**src/rtl/core/vqsm_pkg.sv**
```systemverilog
package vqsm_pkg;

    localparam int VOICES_DEF    = 8;
    localparam int ADDR_BITS_DEF = 20;

    localparam int SLOTS      = 8;
    localparam int CNT_W      = 4;
    localparam int ADDR_OUT_W = 20;
    localparam int LEN_W      = 32;
    localparam int SAMPLE_W   = 8;
    localparam int MIX_W      = 8;
    localparam int SUM_W      = 12;

    localparam int IN_FIELDS_W  = ADDR_OUT_W + LEN_W + SLOTS * SAMPLE_W;
    localparam int IN_DATA_W    = ((IN_FIELDS_W + 7) / 8) * 8;
    localparam int OUT_FIELDS_W = MIX_W + CNT_W + SLOTS * ADDR_OUT_W;
    localparam int OUT_DATA_W   = ((OUT_FIELDS_W + 7) / 8) * 8;

    localparam int MID_LEVEL = 128;
    localparam int TOP_LEVEL = 255;
    localparam int MIN_LEN   = 2;

    localparam logic MODE_PLAY = 1'b0;
    localparam logic MODE_MIX  = 1'b1;

    typedef enum logic {
        ST_IDLE,
        ST_EXEC
    } ctrl_state_t;

    typedef struct packed {
        logic load;
        logic exec;
    } dp_cmd_t;

endpackage

```
**src/rtl/core/vqsm_ctrl.sv**
```systemverilog
module vqsm_ctrl
    import vqsm_pkg::*;
(
    input  logic    clk,
    input  logic    rst_n,
    input  logic    s_tvalid,
    output logic    s_tready,
    output logic    m_tvalid,
    input  logic    m_tready,
    output dp_cmd_t cmd
);

    ctrl_state_t state_reg;
    ctrl_state_t state_next;
    logic        m_tvalid_reg;
    logic        m_tvalid_next;

    always_ff @(posedge clk or negedge rst_n)
    begin
        if (!rst_n)
        begin
            state_reg    <= ST_IDLE;
            m_tvalid_reg <= 1'b0;
        end
        else
        begin
            state_reg    <= state_next;
            m_tvalid_reg <= m_tvalid_next;
        end
    end

    always_comb
    begin
        state_next = state_reg;
        cmd        = '0;
        s_tready   = 1'b0;
        case (state_reg)
            ST_IDLE:
            begin
                s_tready = 1'b1;
                if (s_tvalid)
                begin
                    cmd.load   = 1'b1;
                    state_next = ST_EXEC;
                end
            end
            ST_EXEC:
            begin
                // output register must be free or draining this cycle
                if (!m_tvalid_reg || m_tready)
                begin
                    cmd.exec   = 1'b1;
                    state_next = ST_IDLE;
                end
            end
            default:
            begin
                state_next = ST_IDLE;
            end
        endcase

        if (cmd.exec)
            m_tvalid_next = 1'b1;
        else if (m_tready)
            m_tvalid_next = 1'b0;
        else
            m_tvalid_next = m_tvalid_reg;
    end

    assign m_tvalid = m_tvalid_reg;

endmodule

```
**src/rtl/core/vqsm_datapath.sv**
```systemverilog
module vqsm_datapath
    import vqsm_pkg::*;
#(
    parameter int VOICES    = VOICES_DEF,
    parameter int ADDR_BITS = ADDR_BITS_DEF
)
(
    input  logic                  clk,
    input  logic                  rst_n,
    input  dp_cmd_t               cmd,
    input  logic [IN_DATA_W-1:0]  s_tdata,
    input  logic                  s_tuser,
    output logic [OUT_DATA_W-1:0] m_tdata
);

    localparam logic signed [SUM_W-1:0] SUM_MID = SUM_W'(MID_LEVEL);
    localparam logic signed [SUM_W-1:0] SUM_TOP = SUM_W'(TOP_LEVEL);

    // input beat
    logic                       mode_reg;
    logic [ADDR_OUT_W-1:0]      start_reg;
    logic [LEN_W-1:0]           len_reg;
    logic signed [SAMPLE_W-1:0] sample_reg [SLOTS];

    // voice table
    logic [ADDR_BITS-1:0] addr_reg [VOICES];
    logic [LEN_W-1:0]     rem_reg  [VOICES];
    logic [CNT_W-1:0]     count_reg;

    // result
    logic [MIX_W-1:0]      mixed_reg;
    logic [CNT_W-1:0]      active_reg;
    logic [ADDR_OUT_W-1:0] fetch_reg [SLOTS];

    logic [ADDR_BITS-1:0]       cur_addr   [SLOTS];
    logic [LEN_W-1:0]           cur_rem    [SLOTS];
    logic                       keep       [SLOTS];
    logic [CNT_W-1:0]           pos        [SLOTS];
    logic [CNT_W-1:0]           run_cnt;
    logic signed [SUM_W-1:0]    sum_acc;
    logic [MIX_W-1:0]           mix_value;
    logic [ADDR_BITS-1:0]       mix_addr   [SLOTS];
    logic [LEN_W-1:0]           mix_rem    [SLOTS];
    logic                       len_ok;
    logic                       full;
    logic [CNT_W-1:0]           base_cnt;
    logic [ADDR_BITS-1:0]       play_addr  [SLOTS];
    logic [LEN_W-1:0]           play_rem   [SLOTS];
    logic [CNT_W-1:0]           play_count;
    logic [ADDR_BITS-1:0]       addr_next  [SLOTS];
    logic [LEN_W-1:0]           rem_next   [SLOTS];
    logic [CNT_W-1:0]           count_next;
    logic [MIX_W-1:0]           mixed_next;
    logic [ADDR_OUT_W-1:0]      fetch_next [SLOTS];

    for (genvar g = 0; g < SLOTS; g++)
    begin : g_cur
        if (g < VOICES)
        begin : g_live
            assign cur_addr[g] = addr_reg[g];
            assign cur_rem[g]  = rem_reg[g];
        end
        else
        begin : g_none
            assign cur_addr[g] = '0;
            assign cur_rem[g]  = '0;
        end
    end

    always_ff @(posedge clk)
    begin
        if (cmd.load)
        begin
            mode_reg  <= s_tuser;
            start_reg <= s_tdata[ADDR_OUT_W-1:0];
            len_reg   <= s_tdata[ADDR_OUT_W +: LEN_W];
            for (int k = 0; k < SLOTS; k++)
                sample_reg[k] <= s_tdata[ADDR_OUT_W + LEN_W + k * SAMPLE_W +: SAMPLE_W];
        end
    end

    // mix: sum of active slots, then step, count down and compact survivors
    always_comb
    begin
        sum_acc = SUM_MID;
        run_cnt = '0;
        for (int i = 0; i < SLOTS; i++)
        begin
            if (i < VOICES && CNT_W'(i) < count_reg)
                sum_acc = sum_acc + SUM_W'(sample_reg[i]);
            keep[i] = (i < VOICES) && (CNT_W'(i) < count_reg) && (cur_rem[i] != LEN_W'(1));
            pos[i]  = run_cnt;
            if (keep[i])
                run_cnt = run_cnt + CNT_W'(1);
        end

        if (sum_acc < 0)
            mix_value = '0;
        else if (sum_acc > SUM_TOP)
            mix_value = MIX_W'(TOP_LEVEL);
        else
            mix_value = sum_acc[MIX_W-1:0];

        for (int j = 0; j < SLOTS; j++)
        begin
            mix_addr[j] = cur_addr[j];
            mix_rem[j]  = cur_rem[j];
            for (int i = 0; i < SLOTS; i++)
            begin
                if (keep[i] && pos[i] == CNT_W'(j))
                begin
                    mix_addr[j] = cur_addr[i] + ADDR_BITS'(1);
                    mix_rem[j]  = cur_rem[i] - LEN_W'(1);
                end
            end
        end
    end

    // play: for lengths of at least 2, drop oldest when full and append at the end
    always_comb
    begin
        len_ok   = len_reg >= LEN_W'(MIN_LEN);
        full     = count_reg >= CNT_W'(VOICES);
        base_cnt = full ? count_reg - CNT_W'(1) : count_reg;
        for (int i = 0; i < SLOTS; i++)
        begin
            play_addr[i] = cur_addr[i];
            play_rem[i]  = cur_rem[i];
            if (len_ok)
            begin
                if (full && i < SLOTS - 1)
                begin
                    play_addr[i] = cur_addr[i+1];
                    play_rem[i]  = cur_rem[i+1];
                end
                if (base_cnt == CNT_W'(i))
                begin
                    play_addr[i] = ADDR_BITS'(start_reg);
                    play_rem[i]  = len_reg - LEN_W'(1);
                end
            end
        end
        play_count = len_ok ? base_cnt + CNT_W'(1) : count_reg;
    end

    always_comb
    begin
        if (mode_reg == MODE_MIX)
        begin
            count_next = run_cnt;
            mixed_next = mix_value;
        end
        else
        begin
            count_next = play_count;
            mixed_next = MIX_W'(MID_LEVEL);
        end
        for (int k = 0; k < SLOTS; k++)
        begin
            addr_next[k] = (mode_reg == MODE_MIX) ? mix_addr[k] : play_addr[k];
            rem_next[k]  = (mode_reg == MODE_MIX) ? mix_rem[k]  : play_rem[k];
            if (k < VOICES && CNT_W'(k) < count_next)
                fetch_next[k] = ADDR_OUT_W'(addr_next[k]);
            else
                fetch_next[k] = '0;
        end
    end

    always_ff @(posedge clk or negedge rst_n)
    begin
        if (!rst_n)
            count_reg <= '0;
        else if (cmd.exec)
            count_reg <= count_next;
    end

    always_ff @(posedge clk)
    begin
        if (cmd.exec)
        begin
            for (int k = 0; k < VOICES; k++)
            begin
                addr_reg[k] <= addr_next[k];
                rem_reg[k]  <= rem_next[k];
            end
            mixed_reg  <= mixed_next;
            active_reg <= count_next;
            for (int k = 0; k < SLOTS; k++)
                fetch_reg[k] <= fetch_next[k];
        end
    end

    always_comb
    begin
        m_tdata                = '0;
        m_tdata[MIX_W-1:0]     = mixed_reg;
        m_tdata[MIX_W +: CNT_W] = active_reg;
        for (int k = 0; k < SLOTS; k++)
            m_tdata[MIX_W + CNT_W + k * ADDR_OUT_W +: ADDR_OUT_W] = fetch_reg[k];
    end

endmodule

```
**src/rtl/core/voice_queue_sample_mixer_unit.sv**
```systemverilog
// Voice queue sample mixer. Keeps an ordered table of up to VOICES playing sounds.
// A beat with tuser = 0 starts a voice at start_address playing length-1 samples
// (lengths below 2 are ignored; a full table drops its oldest voice). A beat with
// tuser = 1 carries one signed sample per slot; the active ones are summed onto 128,
// clamped to 0..255, and every voice steps its address and counts down, finished
// voices leaving the table with the rest kept in order. Every input beat yields one
// output beat with the mixed byte (128 for play beats), the voice count and each
// slot's next fetch address (zero for empty slots). The controller first captures
// the beat, then runs the mix/compaction datapath and loads the output register.
// The next beat is taken while the result waits; a held output register stalls
// the execute step until it drains.
module voice_queue_sample_mixer_unit
    import vqsm_pkg::*;
#(
    parameter int VOICES    = VOICES_DEF,
    parameter int ADDR_BITS = ADDR_BITS_DEF
)
(
    input  logic                  clk,
    input  logic                  rst_n,
    input  logic                  s_tvalid,
    output logic                  s_tready,
    // start_address[19:0], length[51:20], sample_0..sample_7[115:52], zero pad
    input  logic [IN_DATA_W-1:0]  s_tdata,
    // mode
    input  logic                  s_tuser,
    output logic                  m_tvalid,
    input  logic                  m_tready,
    // mixed_sample[7:0], active_voices[11:8], fetch_address_0..7[171:12], zero pad
    output logic [OUT_DATA_W-1:0] m_tdata
);

    dp_cmd_t cmd;

    vqsm_ctrl u_ctrl (
        .clk      (clk),
        .rst_n    (rst_n),
        .s_tvalid (s_tvalid),
        .s_tready (s_tready),
        .m_tvalid (m_tvalid),
        .m_tready (m_tready),
        .cmd      (cmd)
    );

    vqsm_datapath #(
        .VOICES    (VOICES),
        .ADDR_BITS (ADDR_BITS)
    ) u_datapath (
        .clk     (clk),
        .rst_n   (rst_n),
        .cmd     (cmd),
        .s_tdata (s_tdata),
        .s_tuser (s_tuser),
        .m_tdata (m_tdata)
    );

endmodule

```
**config.mk**
```make
export PLATFORM = sky130hd
export DESIGN_NAME = voice_queue_sample_mixer_unit
export DESIGN_NICKNAME = d
export VERILOG_FILES = /design/src/rtl/core/vqsm_pkg.sv /design/src/rtl/core/vqsm_ctrl.sv /design/src/rtl/core/vqsm_datapath.sv /design/src/rtl/core/voice_queue_sample_mixer_unit.sv
export SDC_FILE = /design/constraint.sdc
export NUM_CORES = 2
export LEC_CHECK = 0
export ABC_CLOCK_PERIOD_IN_PS = 30800
export CORE_MARGIN = 10
export CORE_UTILIZATION = 25
export DETAILED_ROUTE_END_ITERATION = 10
export DONT_BUFFER_PORTS = 1
export GPL_ROUTABILITY_DRIVEN = 0
export HOLD_SLACK_MARGIN = 0.15
export MAX_ROUTING_LAYER = met4
export PLACE_DENSITY = 0.49
export SLEW_MARGIN = 5
export SYNTH_ARGS = -nofsm -noshare
export SYNTH_HDL_FRONTEND = slang
export SYNTH_SLANG_ARGS = --single-unit
```
**constraint.sdc**
```tcl
create_clock -name clk -period 30.8 [get_ports clk]
set_clock_uncertainty 0.15 [all_clocks]
set_input_delay 6.16 -clock clk [delete_from_list [all_inputs] [get_ports clk]]
set_output_delay 6.16 -clock clk [all_outputs]
set_load 0.02 [all_outputs]
```
==> out/qor.yml <==
synth_top_cell_by_area: "edfxtp_1"
busiest_layer: "met2"
final_max_slew_viol_count: 5
antenna_found_initial: 14
yosysWarnings: 0
final_util_pct: 27.8
worstHoldEndpoint: "u_ctrl.state_reg$_DFF_PN0_"
avgSynthCellArea_um2: 7.86
arrival_ns: 12.90
outcome: "finished with violations"
ff2ff_setup_slack_ns: 18.37
die-area_um2: 293000
drt_pass1_iterations: 10
async_flop_share_pct: 0.844
path_max_fanout: 13
slew_headroom_pct: -2.74
largest_register_ff_count: 256
hold_buffers: 0
grt_overflow: 0
num_io_pins: 303
synth.most_common_cell: "nand2_1"
port_buffers: 0
clockRootBuffer: "clkbuf_16"
drcViolationCount: 0
cts.sinks: 711
cts_buffers: 101
clkSlewWorstSetupHoldPaths_ns: 0.06
fmaxAchievable_mhz: 80.4
cpMaxStageDelayCell: "or3b_2"
wire_per_inst_um: 32.0
grt_pass1_wl_mm: 524
r2r_start: "u_datapath.count_reg[1]$_DFFE_PN0P_"
cts.repair.resized: 0
areaGrowthSynthToFinish_pct: 10.6
dpl.hpwl_mm: 262
cp_common_cell: "ha_1"
worstSetupPathType: "register to register"
grt_pass1_vias: 68048
hold_viol: 0
endpoint_kind: "register"
rr_worst_depth: 49
wirelength_mm: 381
synth_flop_cell: "edfxtp_1"
fill_cells: 28871
ff_latch_area_um2: 21300
cap_violations: 1
finalNetCount: 8490
clockBufferDepth: 4
multi_input_area_um2: 43800
failed_checks: "max-capacitance violations, max-slew violations"
synthCells: 8657
yosys-top-cells-count: "nand2_1, nor2_1, edfxtp_1"
hold_start: "u_ctrl.state_reg$_DFF_PN0_"
post_cts_buffers: 0
cts_tree: "done"
synth.area.top_cells: "edfxtp_1, nand2_1, nor2_1"
holdPathStages: 2
finalSetupTns_ns: 0
ys_ff_latch: 711
start_kind: "register"
vias_per_cell: 6.21
seq_area_frac_synth_pct: 31.3
htree_num_levels: 3
insertion_delay_ns: 0.90
num_vias: 73787
die_w_um: 542
initial_core_util_pct: 25.1
worst_pin_slew_ns: 1.53
core-area_um2: 271000
yosys.area.top_type_share_pct: 31.1
rsz0062_at_grt: "no"
setup_viol: 0
rows: 191
drive_gt1_share_pct: 8.31
grt_max_degree: 175
synth_edf_count: 705
ant_nets: 0
synthesis.area_um2: 68000
use_met2_pct: 36.1
min_period_ns: 12.43
slowest_delay_ns: 0.66
grt_use_total_pct: 25.0
use_met1_pct: 30.6
fin_crit_sh_pct: 40.4
rr_endpoint: "u_datapath.mixed_reg[5]$_SDFFCE_PP0P_"
met3_usage_pct: 6.95
hp-class: "register to register"
chipHeight_um: 542
drtIter0Drc: 11586
synth_cell_type_count: 107
cp.required_ns: 31.27
[how the worst max path moves through the flow]
stage / from / to / slack (ns) / cells after the start
4_1_cts: u_datapath.count_reg[1]$_DFFE_PN0P_ / u_datapath.mixed_reg[5]$_SDFFCE_PP0P_ / 18.39 / 49
3_5_place_dp: u_datapath.count_reg[1]$_DFFE_PN0P_ / u_datapath.mixed_reg[5]$_SDFFCE_PP0P_ / 18.47 / 49
3_3_place_gp: u_datapath.count_reg[1]$_DFFE_PN0P_ / u_datapath.mixed_reg[5]$_SDFFCE_PP0P_ / 18.49 / 49
5_1_grt: u_datapath.count_reg[1]$_DFFE_PN0P_ / u_datapath.mixed_reg[4]$_SDFFCE_PP0P_ / 17.42 / 51
6_report: u_datapath.count_reg[1]$_DFFE_PN0P_ / u_datapath.mixed_reg[5]$_SDFFCE_PP0P_ / 18.37 / 49
2_1_floorplan: m_tready / u_datapath.rem_reg[0][0]$_DFFE_PP_ / 15.26 / 5
[logic make-up after synthesis]
group | count (synthesis) | synth area share (%)
and+or+nand+nor | 3488 | 22.7
AOI/OAI and AO/OA | 2540 | 25.8
buffers and inverters | 908 | 5.43
DFF | 711 | 31.3
xor gates and xnor gates | 525 | 6.86
muxes | 342 | 5.14
adders and majority gates | 142 | 2.69
other | 1 | 0.00551
[metrics by stage]
step	setup slack, ns	cells	area (µm²)	hold WS [ns]
floorplan	15.26	8660	68000	0.356
global placement	18.49	11690	71900	0.427
detailed placement	18.47	11690	71900	0.443
CTS	18.39	11869	75200	0.455
global route	17.42	11877	75200	0.509
finish	18.37	11882	75200	0.459
[worst max-delay path: cells and delay by family, from the launching register on]
kind	cells	cell delay [ns]
buffers and inverters	2	0.31
AO/OA/AOI/OAI	14	3.27
flip-flops	1	0.48
adder cells (fa/ha/maj)	9	2.85
AND/OR/NAND/NOR	17	3.81
XOR/XNOR	6	1.18
multiplexers	1	0.19
[layout by cell type, fill, tap and decap left out, drive strengths merged, types with 25 or more instances in the layout]
cell type | Yosys | routed
a211o | 55 | 55
a211oi | 337 | 337
a21boi | 41 | 41
a21o | 30 | 30
a21oi | 498 | 498
a221o | 65 | 65
a311oi | 151 | 151
a31o | 64 | 64
a31oi | 137 | 137
and2 | 81 | 81
and3 | 72 | 72
buf | 199 | 257
clkbuf | 598 | 118
clkinv | 3 | 31
edfxtp | 705 | 705
ha | 135 | 135
inv | 108 | 123
mux2 | 53 | 53
mux2i | 289 | 289
nand2 | 1397 | 1397
nand2b | 28 | 28
nand3 | 208 | 208
nand4 | 56 | 56
nor2 | 1062 | 1062
nor3 | 270 | 270
nor4 | 119 | 119
o2111ai | 32 | 32
o211ai | 358 | 358
o21a | 38 | 38
o21ai | 394 | 394
o22ai | 29 | 29
o311ai | 37 | 37
o31ai | 110 | 110
o41ai | 25 | 25
or3 | 66 | 66
or4 | 34 | 34
xnor2 | 275 | 275
xor2 | 246 | 246
[routing by layer]
layer	wire, µm	vias up
met5	0	-
met4	30700	0
met3	47500	1364
met2	159000	5737
met1	144000	35416
li1	-	31270
[final cells by class]
class	instances	share of cell area, %
Sequential cell	711	28.3
Tap cell	3570	5.94
Clock inverter	61	0.860
Inverter	111	0.574
Timing Repair Buffer	257	2.61
Clock buffer	118	3.44
Multi-Input combinational cell	7041	58.2
Antenna cell	13	0.0432
Power is not shown: default switching activity piles up to over one toggle a cycle in this logic, so the estimate is an artifact.
